### config.mk
export PLATFORM = sky130hd
export DESIGN_NAME = iamd_front_flat
export DESIGN_NICKNAME = d
export VERILOG_FILES = /design/src/rtl/iamd_pkg.sv /design/src/rtl/iamd_if.sv /design/src/rtl/iamd_front.sv /design/src/flat_wrapper.sv
export SDC_FILE = /design/constraint.sdc
export NUM_CORES = 1
export LEC_CHECK = 0
export BUFFER_PORTS_ARGS = -buffer_cell sky130_fd_sc_hd__buf_2
export CAP_MARGIN = 10
export CORE_MARGIN = 8
export CORE_UTILIZATION = 30
export DETAILED_ROUTE_END_ITERATION = 12
export HOLD_SLACK_MARGIN = 0.12
export PLACE_DENSITY = 0.52
export REMOVE_ABC_BUFFERS = 1
export SLEW_MARGIN = 30
export SYNTH_ARGS = -nofsm -noshare
export SYNTH_HDL_FRONTEND = slang
export SYNTH_SLANG_ARGS = --single-unit
### constraint.sdc
create_clock -name clk_i -period 6.3 [get_ports clk_i]
set_input_delay 1.26 -clock clk_i [delete_from_list [all_inputs] [get_ports clk_i]]
set_output_delay 1.26 -clock clk_i [all_outputs]
set_load 0.01 [all_outputs]
### src/rtl/iamd_pkg.sv
`default_nettype none
package iamd_pkg;

  localparam int unsigned DataWidth = 32;
  localparam int unsigned OpWidth = 5;
  localparam int unsigned DefaultWidth = 32;
  localparam int unsigned QueueDepth = 2;

  typedef enum logic [OpWidth-1:0] {
    OpAnd = 5'd0, OpNand = 5'd1, OpOr = 5'd2, OpNor = 5'd3, OpXor = 5'd4,
    OpXnor = 5'd5, OpNot = 5'd6, OpAdd = 5'd7, OpSub = 5'd8, OpEq = 5'd9,
    OpNe = 5'd10, OpLt = 5'd11, OpLe = 5'd12, OpGt = 5'd13, OpGe = 5'd14,
    OpShl = 5'd15, OpShr = 5'd16, OpMulFull = 5'd17, OpDivRem = 5'd18,
    OpSelect = 5'd19, OpToBit = 5'd20
  } opcode_e;

  // unit class chosen by the front end
  typedef enum logic [1:0] {
    ClsSimple = 2'd0,
    ClsMul    = 2'd1,
    ClsDiv    = 2'd2,
    ClsZero   = 2'd3
  } class_e;

endpackage
`default_nettype wire

### src/rtl/iamd_if.sv
`default_nettype none
interface iamd_req_if;
  logic                               valid;
  logic                               ready;
  logic [iamd_pkg::OpWidth-1:0]       opcode;
  logic [iamd_pkg::DataWidth-1:0]     operand_a;
  logic [iamd_pkg::DataWidth-1:0]     operand_b;
  logic [iamd_pkg::DataWidth-1:0]     operand_c;
  logic                               signed_mode;
  modport source (output valid, opcode, operand_a, operand_b, operand_c, signed_mode,
                  input ready);
  modport sink (input valid, opcode, operand_a, operand_b, operand_c, signed_mode,
                output ready);
endinterface

`default_nettype wire

### src/rtl/iamd_front.sv
`default_nettype none
module iamd_front #(
  parameter int unsigned Width = iamd_pkg::DefaultWidth
) (
  input  wire logic             clk_i,
  input  wire logic             rst_ni,
  iamd_req_if.sink              req,
  output logic                  q_valid_o,
  input  wire logic             q_ready_i,
  output iamd_pkg::class_e      q_cls_o,
  output logic [Width-1:0]      q_lo_o,
  output logic [Width-1:0]      q_a_o,
  output logic [Width-1:0]      q_b_o,
  output logic [1:0]            q_sub_o,
  output logic                  q_sgn_o
);

  localparam int unsigned Depth = iamd_pkg::QueueDepth;
  localparam int unsigned PtrW = $clog2(Depth);

  // queue entry
  typedef struct packed {
    iamd_pkg::class_e cls;
    logic [Width-1:0] lo;
    logic [Width-1:0] a;
    logic [Width-1:0] b;
    logic [1:0]       sub;
    logic             sgn;
  } entry_t;

  logic [Width-1:0] a, b, c, lo;
  logic             sgn, lt, eq, big;
  logic [Width-1:0] sra_fill;
  iamd_pkg::class_e cls;
  entry_t           ent;

  assign a   = req.operand_a[Width-1:0];
  assign b   = req.operand_b[Width-1:0];
  assign c   = req.operand_c[Width-1:0];
  assign sgn = req.signed_mode;
  assign eq  = (a == b);
  assign lt  = sgn ? ($signed(a) < $signed(b)) : (a < b);
  assign big = ({1'b0, b} >= (Width + 1)'(Width));
  assign sra_fill = (sgn && a[Width-1]) ? ~({Width{1'b1}} >> b) : '0;

  // classify and do the simple ops
  always_comb begin
    lo  = '0;
    cls = iamd_pkg::ClsSimple;
    case (iamd_pkg::opcode_e'(req.opcode))
      iamd_pkg::OpAnd:  lo = a & b;
      iamd_pkg::OpNand: lo = ~(a & b);
      iamd_pkg::OpOr:   lo = a | b;
      iamd_pkg::OpNor:  lo = ~(a | b);
      iamd_pkg::OpXor:  lo = a ^ b;
      iamd_pkg::OpXnor: lo = ~(a ^ b);
      iamd_pkg::OpNot:  lo = ~a;
      iamd_pkg::OpAdd:  lo = a + b;
      iamd_pkg::OpSub:  lo = a - b;
      iamd_pkg::OpEq:   lo = Width'(eq);
      iamd_pkg::OpNe:   lo = Width'(!eq);
      iamd_pkg::OpLt:   lo = Width'(lt);
      iamd_pkg::OpLe:   lo = Width'(lt || eq);
      iamd_pkg::OpGt:   lo = Width'(!(lt || eq));
      iamd_pkg::OpGe:   lo = Width'(!lt);
      iamd_pkg::OpShl:  lo = big ? '0 : (a << b);
      iamd_pkg::OpShr: begin
        if (big) lo = sgn ? '1 : '0;
        else     lo = (a >> b) | sra_fill;
      end
      iamd_pkg::OpMulFull: cls = iamd_pkg::ClsMul;
      iamd_pkg::OpDivRem:  cls = iamd_pkg::ClsDiv;
      iamd_pkg::OpSelect:  lo = (c != '0) ? a : b;
      iamd_pkg::OpToBit:   lo = Width'(a != '0);
      default:             cls = iamd_pkg::ClsZero;
    endcase
  end

  always_comb begin
    ent.cls = cls;
    ent.lo  = lo;
    ent.a   = a;
    ent.b   = b;
    ent.sgn = sgn;
    ent.sub = {a[Width-1] & sgn, b[Width-1] & sgn};
  end

  // short queue toward the back end
  entry_t          mem_q [Depth];
  logic [PtrW-1:0] wr_q, wr_d, rd_q, rd_d;
  logic [PtrW:0]   cnt_q, cnt_d;
  logic            push, pop;

  assign req.ready = (cnt_q != Depth[PtrW:0]);
  assign push      = req.valid && req.ready;
  assign pop       = q_valid_o && q_ready_i;
  assign q_valid_o = (cnt_q != '0);

  always_comb begin
    wr_d  = push ? ((wr_q == PtrW'(Depth - 1)) ? '0 : wr_q + 1'b1) : wr_q;
    rd_d  = pop  ? ((rd_q == PtrW'(Depth - 1)) ? '0 : rd_q + 1'b1) : rd_q;
    cnt_d = cnt_q + (PtrW + 1)'(push) - (PtrW + 1)'(pop);
  end

  always_ff @(posedge clk_i or negedge rst_ni) begin
    if (!rst_ni) begin
      wr_q  <= '0;
      rd_q  <= '0;
      cnt_q <= '0;
    end else begin
      wr_q  <= wr_d;
      rd_q  <= rd_d;
      cnt_q <= cnt_d;
    end
  end

  always_ff @(posedge clk_i) begin
    if (push) mem_q[wr_q] <= ent;
  end

  assign q_cls_o = mem_q[rd_q].cls;
  assign q_lo_o  = mem_q[rd_q].lo;
  assign q_a_o   = mem_q[rd_q].a;
  assign q_b_o   = mem_q[rd_q].b;
  assign q_sub_o = mem_q[rd_q].sub;
  assign q_sgn_o = mem_q[rd_q].sgn;

endmodule
`default_nettype wire

### src/flat_wrapper.sv
// flat-port wrapper written by rule: the top's interface ports become plain ports
module iamd_front_flat 
#(
  parameter int unsigned Width = iamd_pkg::DefaultWidth
)
  (clk_i, rst_ni, q_valid_o, q_ready_i, q_cls_o, q_lo_o, q_a_o, q_b_o, q_sub_o, q_sgn_o, req_valid, req_opcode, req_operand_a, req_operand_b, req_operand_c, req_signed_mode, req_ready);
  iamd_req_if req_i ();
  input  wire logic clk_i;
  input  wire logic rst_ni;
  output logic q_valid_o;
  input  wire logic q_ready_i;
  output iamd_pkg::class_e q_cls_o;
  output logic [Width-1:0] q_lo_o;
  output logic [Width-1:0] q_a_o;
  output logic [Width-1:0] q_b_o;
  output logic [1:0] q_sub_o;
  output logic q_sgn_o;
  input wire logic [$bits(req_i.valid)-1:0] req_valid;
  input wire logic [$bits(req_i.opcode)-1:0] req_opcode;
  input wire logic [$bits(req_i.operand_a)-1:0] req_operand_a;
  input wire logic [$bits(req_i.operand_b)-1:0] req_operand_b;
  input wire logic [$bits(req_i.operand_c)-1:0] req_operand_c;
  input wire logic [$bits(req_i.signed_mode)-1:0] req_signed_mode;
  output wire logic [$bits(req_i.ready)-1:0] req_ready;
  assign req_i.valid = req_valid;
  assign req_i.opcode = req_opcode;
  assign req_i.operand_a = req_operand_a;
  assign req_i.operand_b = req_operand_b;
  assign req_i.operand_c = req_operand_c;
  assign req_i.signed_mode = req_signed_mode;
  assign req_ready = req_i.ready;
  iamd_front #(.Width(Width)) u_core (.clk_i(clk_i), .rst_ni(rst_ni), .req(req_i), .q_valid_o(q_valid_o), .q_ready_i(q_ready_i), .q_cls_o(q_cls_o), .q_lo_o(q_lo_o), .q_a_o(q_a_o), .q_b_o(q_b_o), .q_sub_o(q_sub_o), .q_sgn_o(q_sgn_o));
endmodule
==> results of run 1 <==
## area by class of cell
cell class	count	area, um2
clock inverters	13	189
well taps	782	978
flip-flops and latches	206	6170
repair buffers	292	1690
inverters	109	409
clock buffers	29	641
fillers	6316	39200
multi-input cells	1523	11100
diodes	1	2.50
## how the worst max path moves through the flow
stage | end | slack (ns) | cells after the start
detailed placement | u_core.mem_q[0][94] | 1.05 | 12
finish | u_core.mem_q[0][94] | 1.40 | 12
global placement | u_core.mem_q[0][94] | 1.08 | 12
floorplan | u_core.mem_q[0][0] | 0.18 | 2
global route | u_core.mem_q[1][98] | 1.43 | 12
CTS | u_core.mem_q[0][94] | 1.63 | 12
## cell usage after synthesis, types with 15 or more instances
library cell	count	share of area
o211ai_1	29	0.012
ha_1	98	0.067
a21oi_1	160	0.044
nand2_1	126	0.026
mux2i_1	103	0.056
nor4_1	40	0.014
nor3_1	49	0.013
o21ai_1	28	0.0077
mux4_2	27	0.033
xor2_1	16	0.0077
o21ai_0	105	0.029
mux2_2	113	0.069
buf_2	34	0.0093
edfxtp_1	202	0.33
a211oi_1	46	0.019
xnor2_1	33	0.016
a2111oi_0	22	0.011
a31oi_1	28	0.0096
nor2_1	190	0.039
clkbuf_1	128	0.026
o22ai_1	34	0.012
o221ai_1	19	0.0091
a221oi_1	15	0.0072
nand3_1	35	0.0096
inv_1	103	0.021
## kinds of logic after synthesis
family	count (synthesis)	share of synthesized area
compound gates	600	0.214
mux	245	0.160
flops	206	0.337
simple gates	529	0.133
buf+inv	288	0.0628
xor+xnor	49	0.0234
fa+ha+maj	100	0.0691
## metrics by stage
stage	total power, mW	setup WS [ns]	hold WS [ns]	cells	cell area, um2
final	5.73	1.40	0.513	2955	21100
after global routing	6.04	1.43	0.496	2954	21100
after CTS	5.81	1.63	0.473	2954	21100
after detailed placement	4.29	1.05	0.498	2912	20300
after global placement	4.27	1.08	0.477	2912	20300
after floorplan	3.35	0.184	0.459	1838	17600
## routing by layer
metal | GRT usage | routed length (um) | part of all wire
met5 | 0 | 0 | 0
met2 | 0.369 | 38500 | 0.45
met1 | 0.311 | 36200 | 0.42
met4 | 0.0936 | 3730 | 0.043
met3 | 0.0545 | 7910 | 0.092
## layout by cell type (no fill, tap or decap), types with 33 or more instances in the layout
cell type,instances
nand3_1,34
nor2_1,188
nand2_1,125
ha_1,98
inv_1,103
mux2_2,113
nor3_1,49
edfxtp_1,202
nor4_1,38
o21ai_0,105
o22ai_1,34
mux2i_1,103
buf_2,205
xnor2_1,33
a211oi_1,46
a21oi_1,160
buf_4,86
## sequential cells by signal, summed over array words and instances (netlist names)
name	cells
u_core.cnt_q	2
u_core.rd_q	1
u_core.wr_q	1
u_core.mem_q	202
## critical path: cells and delay by family
| kind | cells | cell delay [ns] |
|---|---|---|
| buf+inv | 2 | 0.44 |
| compound gates | 6 | 1.94 |
| simple gates | 3 | 1.09 |
| fa+ha+maj | 1 | 0.45 |
## report_power, final
part           internal (mW)  switching (mW)  total (mW)
clock network          0.922           0.569        1.49
logic                  0.870            1.34        2.21
registers               1.90           0.128        2.03
==> flow_summary_export.csv, run 1 <==
group,metric,value,unit
floorplanning,die_h,263,um
grt,grt_max_degree,58,
logic_synthesis,ys.warnings.count,0,
worst_setup_path,start_kind,"input pin",
routing,viasPerCell,6.10,
worst_setup_path,crit_arrival,5.19,ns
timing,fmax,204,MHz
floorplanning,start_util,0.303,
worst_setup_path,cp-startpoint,"req_operand_a[11]",
cts,insertion_delay,0.55,ns
routing,drt_pass1_iterations,6,
timing,rsz0062_at_grt,"no",
worst_setup_path,critPathCaptureType,"register",
routing,vias,18000,
logic_synthesis,synthesis.instances,2017,
final_layout,fin_util,0.350,
timing,worst_pin_slew,1.01,ns
placement,place.port_buffers,208,
floorplanning,pin_count,209,
routing,ant_nets,0,
final_layout,fin_nets,2363,
job,cap_violations,0,
floorplanning,dieArea,69200,um2
cts,hold_buffers,0,
worst_setup_path,worst_r2r_path_depth,4,
cts,cts.sinks,206,
routing,drc,0,
timing,setup_tns,0,ns
timing,slew_headroom,0.324,
worst_setup_path,slowest_delay,0.74,ns
grt,grt_pass1_wl,124000,um
worst_setup_path,timing.rr.start,"u_core.cnt_q[1]",
routing,wl_per_cell,29.2,um
timing,period_share,0.778,
routing,drt_iter0_drc,1959,
grt,overflow,0,
worst_setup_path,path_class,"in -> reg",
power,powerDensity,271,nW/um2
logic_synthesis,synthesis.area,18300,um2
power,leakage,7.95,nW
timing,fin_worst_skew,0.0212,ns
logic_synthesis,syn-mean-instance-area,9.08,um2
cts,cts_resized,0,
floorplanning,coreArea,60400,um2
worst_setup_path,crit_required,6.59,ns
logic_synthesis,seq_area_frac_synth,0.337,
grt,antenna_found_initial,2,
status,status,"finished clean",
timing,finalSetupViolations,0,
cts,cts_setup_buffers,0,
worst_setup_path,r2r_slack,4.22,ns
cts,htree_levels,1,
routing,wirelength,86300,um
cts,cts_max_path_buffers,3,
final_layout,syn2layout_area_growth,15.4,%
worst_setup_path,crit_chain,"buf_2, inv_1, ha_1, or3_1, or4_1, a21oi_1, or4_1, o21ai_1, a2111oi_1, a211oi_2, a21o_1, a221o_1",
logic_synthesis,ys_seq_elements,206,
timing,hold_violations,0,
cts,numCtsBuffers,25,
power,ir_drop,0.211,mV
worst_setup_path,reg2reg_to,"u_core.mem_q[0][54]",
hold_path,hp-class,"in -> async",
worst_setup_path,cp_max_fo,16,
timing,drv_slew,0,
logic_synthesis,synth.distinct_cells,84,
final_layout,final_layout_size_suffix_gt1_frac,0.227,
logic_synthesis,synth_edf_count,202,
logic_synthesis,synth_flop_cell,"edfxtp_1",
floorplanning,chipWidth,263,um
worst_setup_path,slowest_stage,"a2111oi_1",
timing,period_needed,4.90,ns
grt,grtUsageTotal,0.236,
worst_setup_path,cp_common_cell,"or4_1",
grt,grt_pass1_vias,17600,
cts,cts_tree,"done",
placement,dp_hpwl,64200,um
floorplanning,num_rows,90,
cts,cts-root-buf,"clkbuf_16",
placement,place.gp.congestion,0.966,
logic_synthesis,async_reset_ff_frac,0.0194,
cts,clkTransAtPathRegs,0.06,ns
Power figures use the tool's default switching activity.
==> run 2, diff against run 1 <==
Settings changed: ABC_AREA set to 1, PLACE_DENSITY 0.52 to 0.51.
Clock period 6.3 ns to 4.58 ns, I/O delays scaled along.
==> run 2 against run 1 <==
Final cell count up 33%. Clock-buffer cell count rose by 2. Sequential cell count stayed put. Critical path depth grew 3. First-iteration DRC count is 24% higher. Sequential share of layout area down 1.2 points. Synthesized area increased by 4.6%. Critical path type unchanged. Final area grew 4.4%. Clock power increased by 38%. Global-route usage decreased by 0.064 points. Highest routed layer unchanged. Largest cell class unchanged. Wire length up 2.2%. Largest power group unchanged.
==> flow_summary_export.csv, run 2 <==
group,metric,value,unit
grt,overflow,0,
placement,place.port_buffers,208,
grt,antenna_found_initial,1,
timing,fmax,274,MHz
cts,cts.sinks,206,
logic_synthesis,ys.warnings.count,0,
timing,period_needed,3.65,ns
floorplanning,num_rows,92,
final_layout,largest_register,"u_core.mem_q",
logic_synthesis,synthesis.instances,2889,
final_layout,multi_input_area,11400,um2
routing,wl_per_cell,22.5,um
timing,fin_ws,0.931,ns
floorplanning,pin_count,209,
timing,period_share,0.797,
worst_setup_path,cp_common_cell,"o21ai_0",
cts,insertion_delay,0.57,ns
logic_synthesis,synth_common_cells,"1025 x nand2_1, 272 x nand3_1, 229 x nor2_1",
routing,ant_nets,0,
power,leakage,10.2,nW
status,status,"finished clean",
placement,place.gp.congestion,1.05,
final_layout,regArea,6170,um2
grt,grtUsageTotal,0.235,
worst_setup_path,path_class,"in -> reg",
final_layout,fin_util,0.350,
final_layout,final_layout_size_suffix_gt1_frac,0.139,
placement,dp.cells,3874,
power,power,8.07,mW
timing,fin_worst_skew,0.00890,ns
final_layout,largest_reg_flops,202,
worst_setup_path,crit_chain,"buf_2, ha_1, fa_1, nand2_1, nand3_1, o21ai_0, o21ai_1, buf_4, inv_1, o21bai_1, a21oi_1, o21ai_0, a21oi_1, o21ai_0, nand3_1",
final_layout,n_antenna_cell,0,
logic_synthesis,synthMostInstantiatedCell,"nand2_1",
routing,drt_pass1_iterations,8,
worst_setup_path,critPathCaptureType,"register",
logic_synthesis,synth.area.top_cells,"edfxtp_1 32%, nand2_1 20%, nand3_1 7.1%, ha_1 6.4%, a21oi_1 4.5%",
timing,slew_headroom,0.315,
grt,grt_pass1_vias,19200,
timing,hold_violations,0,
cts,cts_setup_buffers,0,
grt,grt_max_degree,103,
job,cap_violations,0,
power,powerDensity,366,nW/um2
timing,rsz0062_at_grt,"no",
worst_setup_path,slowest_stage,"o21bai_1",
routing,viasPerCell,5.29,
placement,detailed_place.area,21200,um2
cts,cts_max_path_buffers,3,
logic_synthesis,synth_edf_count,202,
final_layout,fillers,6984,
cts,cts_tree,"done",
logic_synthesis,syn-mean-instance-area,6.63,um2
worst_setup_path,cp-startpoint,"req_operand_b[0]",
placement,pre_cts_slack,0.506,ns
logic_synthesis,synth_flop_cell,"edfxtp_1",
placement,dp_hpwl,66800,um
routing,wirelength,88200,um
floorplanning,dieArea,72200,um2
timing,finalSetupViolations,0,
final_layout,postLayoutCellArea,22100,um2
final_layout,top_regs,"u_core.mem_q: 202 flops, u_core.cnt_q: 2 flops",
floorplanning,coreArea,63100,um2
worst_setup_path,cp_max_fo,16,
worst_setup_path,crit_arrival,3.96,ns
cts,htree_levels,1,
routing,drt_iter0_drc,2433,
hold_path,hp-class,"reg -> reg",
cts,numCtsBuffers,26,
logic_synthesis,synthesis.area,19200,um2
logic_synthesis,ys_seq_elements,206,
routing,vias,20800,
logic_synthesis,async_reset_ff_frac,0.0194,
logic_synthesis,synth_top_area_frac,0.317,
routing,drc,0,
worst_setup_path,slowest_delay,0.43,ns
worst_setup_path,start_kind,"input pin",
final_layout,fin_nets,3263,
cts,clkTransAtPathRegs,0.06,ns
logic_synthesis,synth_top_area_cell,"edfxtp_1",
timing,worst_pin_slew,1.03,ns
floorplanning,start_util,0.304,
final_layout,final_cell_mix,"1025 x nand2_1, 272 x nand3_1, 225 x nor2_1",
logic_synthesis,seq_area_frac_synth,0.322,
logic_synthesis,synth.distinct_cells,60,
cts,cts-root-buf,"clkbuf_16",
final_layout,layout_commonest_cell,"nand2_1",
floorplanning,die_h,269,um
grt,grt_pass1_wl,129000,um
worst_setup_path,timing.rr.start,"u_core.cnt_q[1]",
floorplanning,chipWidth,269,um
timing,drv_slew,0,
final_layout,fin_cells,3922,
worst_setup_path,crit_required,4.89,ns
power,ir_drop,0.299,mV
hold_path,hold_start,"u_core.wr_q",
final_layout,syn2layout_area_growth,15.2,%
==> run 2: cell types whose count changed after synthesis, sizes merged, moves of 27 or more <==
| cell | change |
|---|---|
| a211oi | -36 |
| buf | +29 |
| clkbuf | -65 |
| inv | +139 |
| mux2 | -115 |
| mux2i | -103 |
| mux4 | -27 |
| nand2 | +941 |
| nand3 | +239 |
| nor2 | +51 |
| nor4 | -27 |
| o21ai | +72 |
| xnor2 | -30 |
==> run 2: per-stage QoR <==
stage,setup TNS [ns],hold WS [ns]
after floorplan,-254.75,0.487
after global placement,0,0.567
after detailed placement,0,0.580
after CTS,0,0.563
after global routing,0,0.580
final,0,0.586
==> run 2: kinds of logic (layout without fill, tap and decap cells) <==
family | Yosys count | count (layout) | synth area share
AND/OR/NAND/NOR | 1675 | 1675 | 0.371
AO/OA/AOI/OAI | 511 | 511 | 0.154
buffers and inverters | 391 | 578 | 0.0842
flip-flops | 206 | 206 | 0.322
adder cells (fa/ha/maj) | 100 | 100 | 0.0661
XOR/XNOR | 6 | 6 | 0.00274
==> run 2: worst max-delay path, delay by kind of cell <==
kind / cells / cell delay (ns)
buf+inv: 3 / 0.61
compound gates: 7 / 1.55
simple gates: 3 / 0.29
fa+ha+maj: 2 / 0.55
==> run 2: power breakdown <==
part | internal [mW] | switching, mW | total [mW]
Combinational | 0.971 | 2.34 | 3.31
Sequential | 2.60 | 0.0937 | 2.69
Clock | 1.19 | 0.875 | 2.06
Total | 4.76 | 3.31 | 8.07
==> run 2: final timing paths <==
path	depth (start not counted)	endpoint	slack (ns)
setup / recovery	15	u_core.mem_q[0][87]	0.93
min in group asynchronous	2	u_core.cnt_q[0]	0.68
setup reg to reg	4	u_core.mem_q[0][43]	2.77
hold / removal	2	u_core.wr_q	0.59
hold reg to reg	2	u_core.wr_q	0.59
max in group asynchronous	2	u_core.rd_q	3.76
==> run 2: area by class of cell <==
type	instances	share of cell area
Tap cell	846	0.0480
Timing Repair Buffer	283	0.0751
Sequential cell	206	0.280
Inverter	248	0.0424
Clock buffer	31	0.0313
Multi-Input combinational cell	2292	0.517
Clock inverter	16	0.00664
==> run 2: layer usage <==
metal | track usage | share of wire
met2 | 0.367 | 0.44
met3 | 0.0292 | 0.079
met5 | 0 | 0
met1 | 0.326 | 0.44
met4 | 0.0991 | 0.047
==> run 2: what timing repair did <==
| action | in CTS | in global routing |
|---|---|---|
| hold buffers | 1 | 0 |
| hold endpoints to repair | 4 | 0 |
| setup endpoints to repair | 0 | 0 |
| gates resized for setup | 0 | 0 |
